### src/hdl/mvtc_pkg.sv
// Shared types and constants for the motor valve travel controller.
// Used by every module of the block; depends on nothing else.
package mvtc_pkg;

    localparam int POS_W     = 23;
    localparam int FRAC_BITS = 16;
    localparam int KIND_W    = 2;
    localparam int MODE_W    = 3;
    localparam int CFG_IDX_W = 3;

    localparam logic [POS_W-1:0] POS_FULL       = POS_W'(100 << FRAC_BITS);
    localparam logic [POS_W-1:0] POS_OPEN_LIM   = POS_W'(199 << (FRAC_BITS - 1));
    localparam logic [POS_W-1:0] POS_CLOSED_LIM = POS_W'(1 << (FRAC_BITS - 1));

    // drift = (step * 9830) >> 16, i.e. 0.15 of the step, truncated
    localparam int DRIFT_MUL_W = 14;
    localparam logic [DRIFT_MUL_W-1:0] DRIFT_MUL = DRIFT_MUL_W'(9830);
    localparam int DRIFT_SHIFT = 16;
    localparam int PROD_W      = POS_W + DRIFT_MUL_W;

    localparam int STEP_RESET_I = 1092;
    localparam logic [POS_W-1:0] STEP_RESET  = POS_W'(STEP_RESET_I);
    localparam logic [POS_W-1:0] DRIFT_RESET = POS_W'((STEP_RESET_I * 9830) >> DRIFT_SHIFT);

    typedef enum logic [MODE_W-1:0] {
        MODE_CLOSED  = 3'd0,
        MODE_OPENING = 3'd1,
        MODE_OPEN    = 3'd2,
        MODE_CLOSING = 3'd3,
        MODE_STOPPED = 3'd4,
        MODE_TRIPPED = 3'd5
    } mode_t;

    typedef enum logic [KIND_W-1:0] {
        KIND_CMD        = 2'd0,
        KIND_TICK       = 2'd1,
        KIND_TRIP_RESET = 2'd2
    } kind_t;

    typedef enum logic [CFG_IDX_W-1:0] {
        REG_TRAVEL_STEP   = 3'd0,
        REG_REMOTE_ENABLE = 3'd1,
        REG_OPEN_BLOCKED  = 3'd2,
        REG_DRIFT_CLOSED  = 3'd3,
        REG_TRIP_ENABLE   = 3'd4,
        REG_TRIP_POSITION = 3'd5
    } reg_idx_t;

    typedef struct packed {
        logic [POS_W-1:0] travel_step;
        logic [POS_W-1:0] drift_step;
        logic             remote_enable;
        logic             open_blocked;
        logic             drift_closed;
        logic             trip_enable;
        logic [POS_W-1:0] trip_position;
    } cfg_t;

    typedef struct packed {
        kind_t kind;
        logic  open_request;
        logic  close_request;
    } item_t;

    typedef struct packed {
        logic [POS_W-1:0] position;
        mode_t            mode;
        logic             tripped;
    } state_t;

endpackage

### src/hdl/mvtc_cfg.sv
// Configuration register file of the valve controller.
// Depends on mvtc_pkg; also keeps the drift step precomputed from the travel step.
module mvtc_cfg (
    input  logic                           aclk,
    input  logic                           aresetn,
    input  logic                           cfg_valid,
    output logic                           cfg_ready,
    input  logic [mvtc_pkg::CFG_IDX_W-1:0] cfg_index,
    input  logic [mvtc_pkg::POS_W-1:0]     cfg_data,
    output mvtc_pkg::cfg_t                 cfg
);

    mvtc_pkg::cfg_t                     cfg_reg;
    mvtc_pkg::cfg_t                     cfg_next;
    logic [mvtc_pkg::PROD_W-1:0]        drift_prod;

    assign cfg_ready  = 1'b1;
    assign drift_prod = mvtc_pkg::PROD_W'(cfg_data)
                      * mvtc_pkg::PROD_W'(mvtc_pkg::DRIFT_MUL);

    always_comb begin
        cfg_next = cfg_reg;
        if (cfg_valid) begin
            case (mvtc_pkg::reg_idx_t'(cfg_index))
                mvtc_pkg::REG_TRAVEL_STEP: begin
                    cfg_next.travel_step = cfg_data;
                    cfg_next.drift_step  =
                        mvtc_pkg::POS_W'(drift_prod >> mvtc_pkg::DRIFT_SHIFT);
                end
                mvtc_pkg::REG_REMOTE_ENABLE: cfg_next.remote_enable = cfg_data[0];
                mvtc_pkg::REG_OPEN_BLOCKED:  cfg_next.open_blocked  = cfg_data[0];
                mvtc_pkg::REG_DRIFT_CLOSED:  cfg_next.drift_closed  = cfg_data[0];
                mvtc_pkg::REG_TRIP_ENABLE:   cfg_next.trip_enable   = cfg_data[0];
                mvtc_pkg::REG_TRIP_POSITION: cfg_next.trip_position = cfg_data;
                default: ;
            endcase
        end
    end

    always_ff @(posedge aclk) begin
        if (!aresetn) begin
            cfg_reg.travel_step   <= mvtc_pkg::STEP_RESET;
            cfg_reg.drift_step    <= mvtc_pkg::DRIFT_RESET;
            cfg_reg.remote_enable <= 1'b1;
            cfg_reg.open_blocked  <= 1'b0;
            cfg_reg.drift_closed  <= 1'b0;
            cfg_reg.trip_enable   <= 1'b0;
            cfg_reg.trip_position <= mvtc_pkg::POS_FULL;
        end else begin
            cfg_reg <= cfg_next;
        end
    end

    assign cfg = cfg_reg;

endmodule

### src/hdl/mvtc_core.sv
// Valve state registers and the combinational update for one request.
// Depends on mvtc_pkg; the update is applied when fire is high.
module mvtc_core (
    input  logic             aclk,
    input  logic             aresetn,
    input  logic             fire,
    input  mvtc_pkg::item_t  item,
    input  mvtc_pkg::cfg_t   cfg,
    output mvtc_pkg::state_t state,
    output mvtc_pkg::state_t state_next
);

    mvtc_pkg::state_t             state_reg;
    logic                         open_latch_reg;
    logic                         open_latch_next;
    logic                         close_latch_reg;
    logic                         close_latch_next;
    mvtc_pkg::state_t             tick;
    logic [mvtc_pkg::POS_W:0]     open_sum;

    assign open_sum = {1'b0, state_reg.position} + {1'b0, cfg.travel_step};

    // tick: drive, then drift, then limit switches
    always_comb begin
        tick = state_reg;
        if (state_reg.tripped) begin
            tick.mode = mvtc_pkg::MODE_TRIPPED;
        end else if (!cfg.remote_enable) begin
            tick.mode = mvtc_pkg::MODE_STOPPED;
        end else if (open_latch_reg && !cfg.open_blocked) begin
            if (state_reg.position < mvtc_pkg::POS_FULL) begin
                if (open_sum > {1'b0, mvtc_pkg::POS_FULL}) begin
                    tick.position = mvtc_pkg::POS_FULL;
                end else begin
                    tick.position = open_sum[mvtc_pkg::POS_W-1:0];
                end
                tick.mode = mvtc_pkg::MODE_OPENING;
                if (cfg.trip_enable && tick.position >= cfg.trip_position) begin
                    tick.tripped = 1'b1;
                end
            end
        end else if (close_latch_reg) begin
            if (state_reg.position != '0) begin
                if (state_reg.position > cfg.travel_step) begin
                    tick.position = state_reg.position - cfg.travel_step;
                end else begin
                    tick.position = '0;
                end
                tick.mode = mvtc_pkg::MODE_CLOSING;
            end
        end

        if (cfg.drift_closed && tick.position != '0) begin
            if (tick.position > cfg.drift_step) begin
                tick.position = tick.position - cfg.drift_step;
            end else begin
                tick.position = '0;
            end
        end

        if (!tick.tripped) begin
            if (tick.position >= mvtc_pkg::POS_OPEN_LIM) begin
                tick.mode = mvtc_pkg::MODE_OPEN;
            end else if (tick.position <= mvtc_pkg::POS_CLOSED_LIM) begin
                tick.mode = mvtc_pkg::MODE_CLOSED;
            end else if (!open_latch_reg && !close_latch_reg) begin
                tick.mode = mvtc_pkg::MODE_STOPPED;
            end else if (tick.mode == mvtc_pkg::MODE_OPEN
                      || tick.mode == mvtc_pkg::MODE_CLOSED) begin
                tick.mode = mvtc_pkg::MODE_STOPPED;
            end
        end
    end

    always_comb begin
        state_next       = state_reg;
        open_latch_next  = open_latch_reg;
        close_latch_next = close_latch_reg;
        case (item.kind)
            mvtc_pkg::KIND_CMD: begin
                // conflicting open and close requests cancel both
                open_latch_next  = item.open_request && !item.close_request;
                close_latch_next = item.close_request && !item.open_request;
            end
            mvtc_pkg::KIND_TICK: begin
                state_next = tick;
            end
            mvtc_pkg::KIND_TRIP_RESET: begin
                state_next.tripped = 1'b0;
                state_next.mode    = mvtc_pkg::MODE_STOPPED;
            end
            default: ;
        endcase
    end

    always_ff @(posedge aclk) begin
        if (!aresetn) begin
            state_reg.position <= '0;
            state_reg.mode     <= mvtc_pkg::MODE_CLOSED;
            state_reg.tripped  <= 1'b0;
            open_latch_reg     <= 1'b0;
            close_latch_reg    <= 1'b0;
        end else if (fire) begin
            state_reg       <= state_next;
            open_latch_reg  <= open_latch_next;
            close_latch_reg <= close_latch_next;
        end
    end

    assign state = state_reg;

endmodule

### src/hdl/motor_valve_travel_controller.sv
// Top level of the motor valve travel controller: input register, state update, result register.
// Depends on mvtc_pkg, mvtc_cfg and mvtc_core.
//
// One result per request, one request per clock sustained while m_tready does not stall. A
// request is held in the input register while the state update (drive add, drift subtract,
// limit compares) runs, and its result is loaded into the output register when that register
// is free, which raises m_tvalid. The feedback through the position register sets this rate.
// The drift step is recomputed from travel_step as that register is written.
module motor_valve_travel_controller (
    input  logic                           aclk,
    input  logic                           aresetn,
    input  logic                           s_tvalid,
    output logic                           s_tready,
    input  logic [7:0]                     s_tdata,   // [0] open_request, [1] close_request
    input  logic [mvtc_pkg::KIND_W-1:0]    s_tuser,   // [1:0] kind
    output logic                           m_tvalid,
    input  logic                           m_tready,
    output logic [31:0]                    m_tdata,   // [22:0] valve_position,
                                                      // [25:23] valve_mode, [26] trip_flag
    input  logic                           cfg_valid,
    output logic                           cfg_ready,
    input  logic [mvtc_pkg::CFG_IDX_W-1:0] cfg_index,
    input  logic [mvtc_pkg::POS_W-1:0]     cfg_data
);

    mvtc_pkg::cfg_t   cfg;
    mvtc_pkg::item_t  item_reg;
    logic             item_valid_reg;
    mvtc_pkg::state_t state;
    mvtc_pkg::state_t state_next;
    mvtc_pkg::state_t out_reg;
    logic             out_valid_reg;
    logic             out_free;
    logic             fire;

    assign out_free = !out_valid_reg || m_tready;
    assign fire     = item_valid_reg && out_free;
    assign s_tready = !item_valid_reg || out_free;

    mvtc_cfg u_cfg (
        .aclk      (aclk),
        .aresetn   (aresetn),
        .cfg_valid (cfg_valid),
        .cfg_ready (cfg_ready),
        .cfg_index (cfg_index),
        .cfg_data  (cfg_data),
        .cfg       (cfg)
    );

    mvtc_core u_core (
        .aclk       (aclk),
        .aresetn    (aresetn),
        .fire       (fire),
        .item       (item_reg),
        .cfg        (cfg),
        .state      (state),
        .state_next (state_next)
    );

    always_ff @(posedge aclk) begin
        if (!aresetn) begin
            item_valid_reg <= 1'b0;
        end else if (s_tready) begin
            item_valid_reg <= s_tvalid;
        end
    end

    always_ff @(posedge aclk) begin
        if (s_tvalid && s_tready) begin
            item_reg.kind          <= mvtc_pkg::kind_t'(s_tuser);
            item_reg.open_request  <= s_tdata[0];
            item_reg.close_request <= s_tdata[1];
        end
    end

    always_ff @(posedge aclk) begin
        if (!aresetn) begin
            out_valid_reg <= 1'b0;
        end else if (out_free) begin
            out_valid_reg <= item_valid_reg;
        end
    end

    always_ff @(posedge aclk) begin
        if (fire) begin
            out_reg <= state_next;
        end
    end

    assign m_tvalid = out_valid_reg;
    assign m_tdata  = {5'd0, out_reg.tripped, out_reg.mode, out_reg.position};

`ifndef SYNTHESIS
    a_pos_range: assert property (@(posedge aclk) disable iff (!aresetn)
        state.position <= mvtc_pkg::POS_FULL)
        else $error("valve position beyond fully open");

    a_trip_mode: assert property (@(posedge aclk) disable iff (!aresetn)
        state.mode == mvtc_pkg::MODE_TRIPPED |-> state.tripped)
        else $error("tripped mode without latched trip");

    a_trip_clear: assert property (@(posedge aclk) disable iff (!aresetn)
        fire && item_reg.kind == mvtc_pkg::KIND_TRIP_RESET |=>
            !state.tripped && state.mode == mvtc_pkg::MODE_STOPPED)
        else $error("trip reset request did not clear the trip");

    a_result_load: assert property (@(posedge aclk) disable iff (!aresetn)
        fire |=> out_valid_reg && out_reg == state)
        else $error("result register does not match updated state");
`endif

endmodule

### config.mk
export PLATFORM = sky130hd
export DESIGN_NAME = motor_valve_travel_controller
export DESIGN_NICKNAME = d
export VERILOG_FILES = /design/src/hdl/mvtc_pkg.sv /design/src/hdl/mvtc_cfg.sv /design/src/hdl/mvtc_core.sv /design/src/hdl/motor_valve_travel_controller.sv
export SDC_FILE = /design/constraint.sdc
export NUM_CORES = 1
export LEC_CHECK = 0
export BUFFER_PORTS_ARGS = -buffer_cell sky130_fd_sc_hd__buf_2
export CAP_MARGIN = 30
export CORE_ASPECT_RATIO = 1.25
export CORE_MARGIN = 2
export CORE_UTILIZATION = 52
export CTS_CLUSTER_SIZE = 40
export DETAILED_ROUTE_END_ITERATION = 8
export PLACE_DENSITY = 0.69
export SLEW_MARGIN = 15
export SYNTH_ARGS = -nofsm -noshare
export SYNTH_HDL_FRONTEND = slang
export SYNTH_SLANG_ARGS = --single-unit
export TNS_END_PERCENT = 20
### constraint.sdc
create_clock -name aclk -period 15.08 [get_ports aclk]
set_clock_uncertainty 0.15 [all_clocks]
set_input_delay 3.016 -clock aclk [delete_from_list [all_inputs] [get_ports aclk]]
set_output_delay 3.016 -clock aclk [all_outputs]
set_load 0.02 [all_outputs]
==> out/metrics.yaml <==
wl_per_cell_um: 19.71
worst_slew_pin_slew_ns: 0.9608
tns_ns: 0
cts_tree: "yes"
grt_util_all_layers_pct: 30.70
hold_slack_ns: 0.3013
cts_root_buf: "clkbuf_16"
path_class: "reg -> reg"
critPathTopFamily: "compound AO/OA/AOI/OAI gates"
ys_warn_count: 0
fmax_mhz: 104.7
numCtsBuffers: 17
finalHoldViolations: 0
period_minus_slack_ns: 9.548
clkLatencyLatePin_ns: 0.44
drt_iter0_drc: 1380
cts_setup_buffers: 0
crit_arrival_ns: 9.59
synth_area_leader_cell: "ha_1"
max_cap_viol_count: 0
largest_reg_flops: 71
clk_pin_slew_ns: 0.06
finalCritPeriodShare_pct: 63.31
cts.repair.resized: 0
rows: 71
drive_gt1_share_pct: 7.489
antenna_found_initial: 0
grt_start_max_net_pins: 89
nets: 2403
fin_util_pct: 56.95
p_leak_nw: 7.938
yosys-top-cells-area: "ha_1 15%, dfxtp_1 13%, fa_1 12%, inv_1 6.7%, a21oi_1 6.5%"
postCtsHoldBufs: 0
rsz0062_at_grt: "no"
syn_inst: 2057
max_stage_delay_ns: 0.68
drc: 0
ys_async_sr_fraction_pct: 0
first_global_vias: 14500
synth_seq_cells: 133
io_buffers: 63
die_w_um: 161.2
peakVddDrop_v: 0.0001414
dp.cells: 2450
syn_area_per_cell_um2: 7.805
critPathRequiredTime_ns: 15.12
die_h_um: 200.5
vias: 14780
overflow: 0
die_area_um2: 32310
fin_cells: 2484
yosys.area.top_type_share_pct: 15.20
grt_pass1_wl_mm: 78.24
worst-path-max-fanout: 32
p_per_area_nw_per_um2: 114.8
end_kind: "register"
area_growth_pct: 7.458
status: "completed"
gp_congestion: 0.9884
start_util_pct: 53.00
cts.sinks: 133
pin_count: 76
synth_flop_cell: "dfxtp_1"
core_um2: 30290
synth_edf_count: 31
htreeDepth: 4
ant_nets: 0
setup_viol: 0
min-delay-path-class: "reg -> reg"
placed_cell_area_um2: 16610
clock_path_buffers: 2
syn-cell-area_um2: 16060
rrSetupSlack_ns: 5.53
crit_slowest_cell: "a211oi_1"
stdcell_area_um2: 17250
drtPass1Iterations: 7
yosysUniqueCellTypes: 96
ys_seq_area_share_pct: 18.52
maxSlewViolCount: 0
viasPerCell: 5.951
wirelength_mm: 48.96
maxSlewHeadroom_pct: 35.95
critPathLaunchType: "register"
n_antenna_cell: 0
hpwl_mm: 39.60
path_buf_inv: 2
## placed cells by master, fill, tap and decap left out, drive strengths merged, types with 16 or more instances in the layout
cell    netlist  layout
a21o         40      40
a21oi       208     208
a31oi        22      22
buf          30      85
clkbuf       65      19
dfxtp       102     102
edfxtp       31      31
fa           97      97
ha          195     195
inv         295     302
mux2i        22      22
nand2       248     248
nand2b       21      21
nand3        27      27
nor2        151     151
nor2b        23      23
nor3         34      34
o211ai       16      16
o21a         16      16
o21ai        79      79
o31ai        21      21
xnor2        37      37
xor2         23      23
## cell usage after synthesis (all sizes together), types with 27 or more instances
master,instances
dfxtp,102
a21o,40
edfxtp,31
inv,295
a21oi,208
nand3,27
ha,195
nor3,34
xnor2,37
nand2,248
clkbuf,65
o21ai,79
buf,30
nor2,151
fa,97
## final timing paths
check	to	cells past startpoint	from
worst min-delay path	u_cfg.cfg[47]	2	u_cfg.cfg[47]
worst max-delay path	m_tdata[25]	32	u_core.state[5]
worst min register to register	u_cfg.cfg[47]	2	u_cfg.cfg[47]
worst max register to register	m_tdata[25]	32	u_core.state[5]
## area by class of cell
class	instances	area, um^2
timing repair buffer	85	491.7
clock inverter	13	161.4
clock buffer	19	454.2
sequential	133	2973
multi-input combinational	1537	11560
inverter	296	1111
tap	401	501.7
fill	2852	13040
## worst min-delay path: cells and delay by family, from the launching register on
kind,cells,cell delay (ns)
DFF,1,0.31
and+or+nand+nor,1,0.05
AOI/OAI and AO/OA,1,0.05
## through the flow
step	worst slack [ns]	total power [mW]
finish	5.532	1.981
global route	5.139	2.168
CTS	5.764	1.993
detailed placement	5.691	1.554
global placement	5.723	1.526
floorplan	6.745	1.281
## report_power, final
group | internal [mW] | switching, mW | leakage [nW] | total [mW]
sequential | 0.383 | 0.0137 | 1.13 | 0.396
combinational | 0.481 | 0.674 | 6.51 | 1.15
clock | 0.259 | 0.172 | 0.296 | 0.430
total | 1.12 | 0.859 | 7.94 | 1.98
## logic make-up after synthesis
kind of cell / after synthesis / synth area share (%)
compound gates: 539 / 22.04
other cells: 2 / 0.04678
simple gates: 615 / 17.64
buf+inv: 391 / 9.609
mux: 25 / 1.582
flops: 133 / 18.52
fa+ha+maj: 292 / 27.29
xor+xnor: 60 / 3.273
## routing by layer
metal | vias to the layer above | track usage, % | share of wire, %
li1 | 7077 | - | -
met1 | 7019 | 38.50 | 41
met2 | 528 | 51.72 | 48
met3 | 159 | 3.740 | 6.0
met4 | 0 | 16.01 | 5.6
met5 | - | 0 | 0
Note: power is estimated with default switching activity, not from simulation.
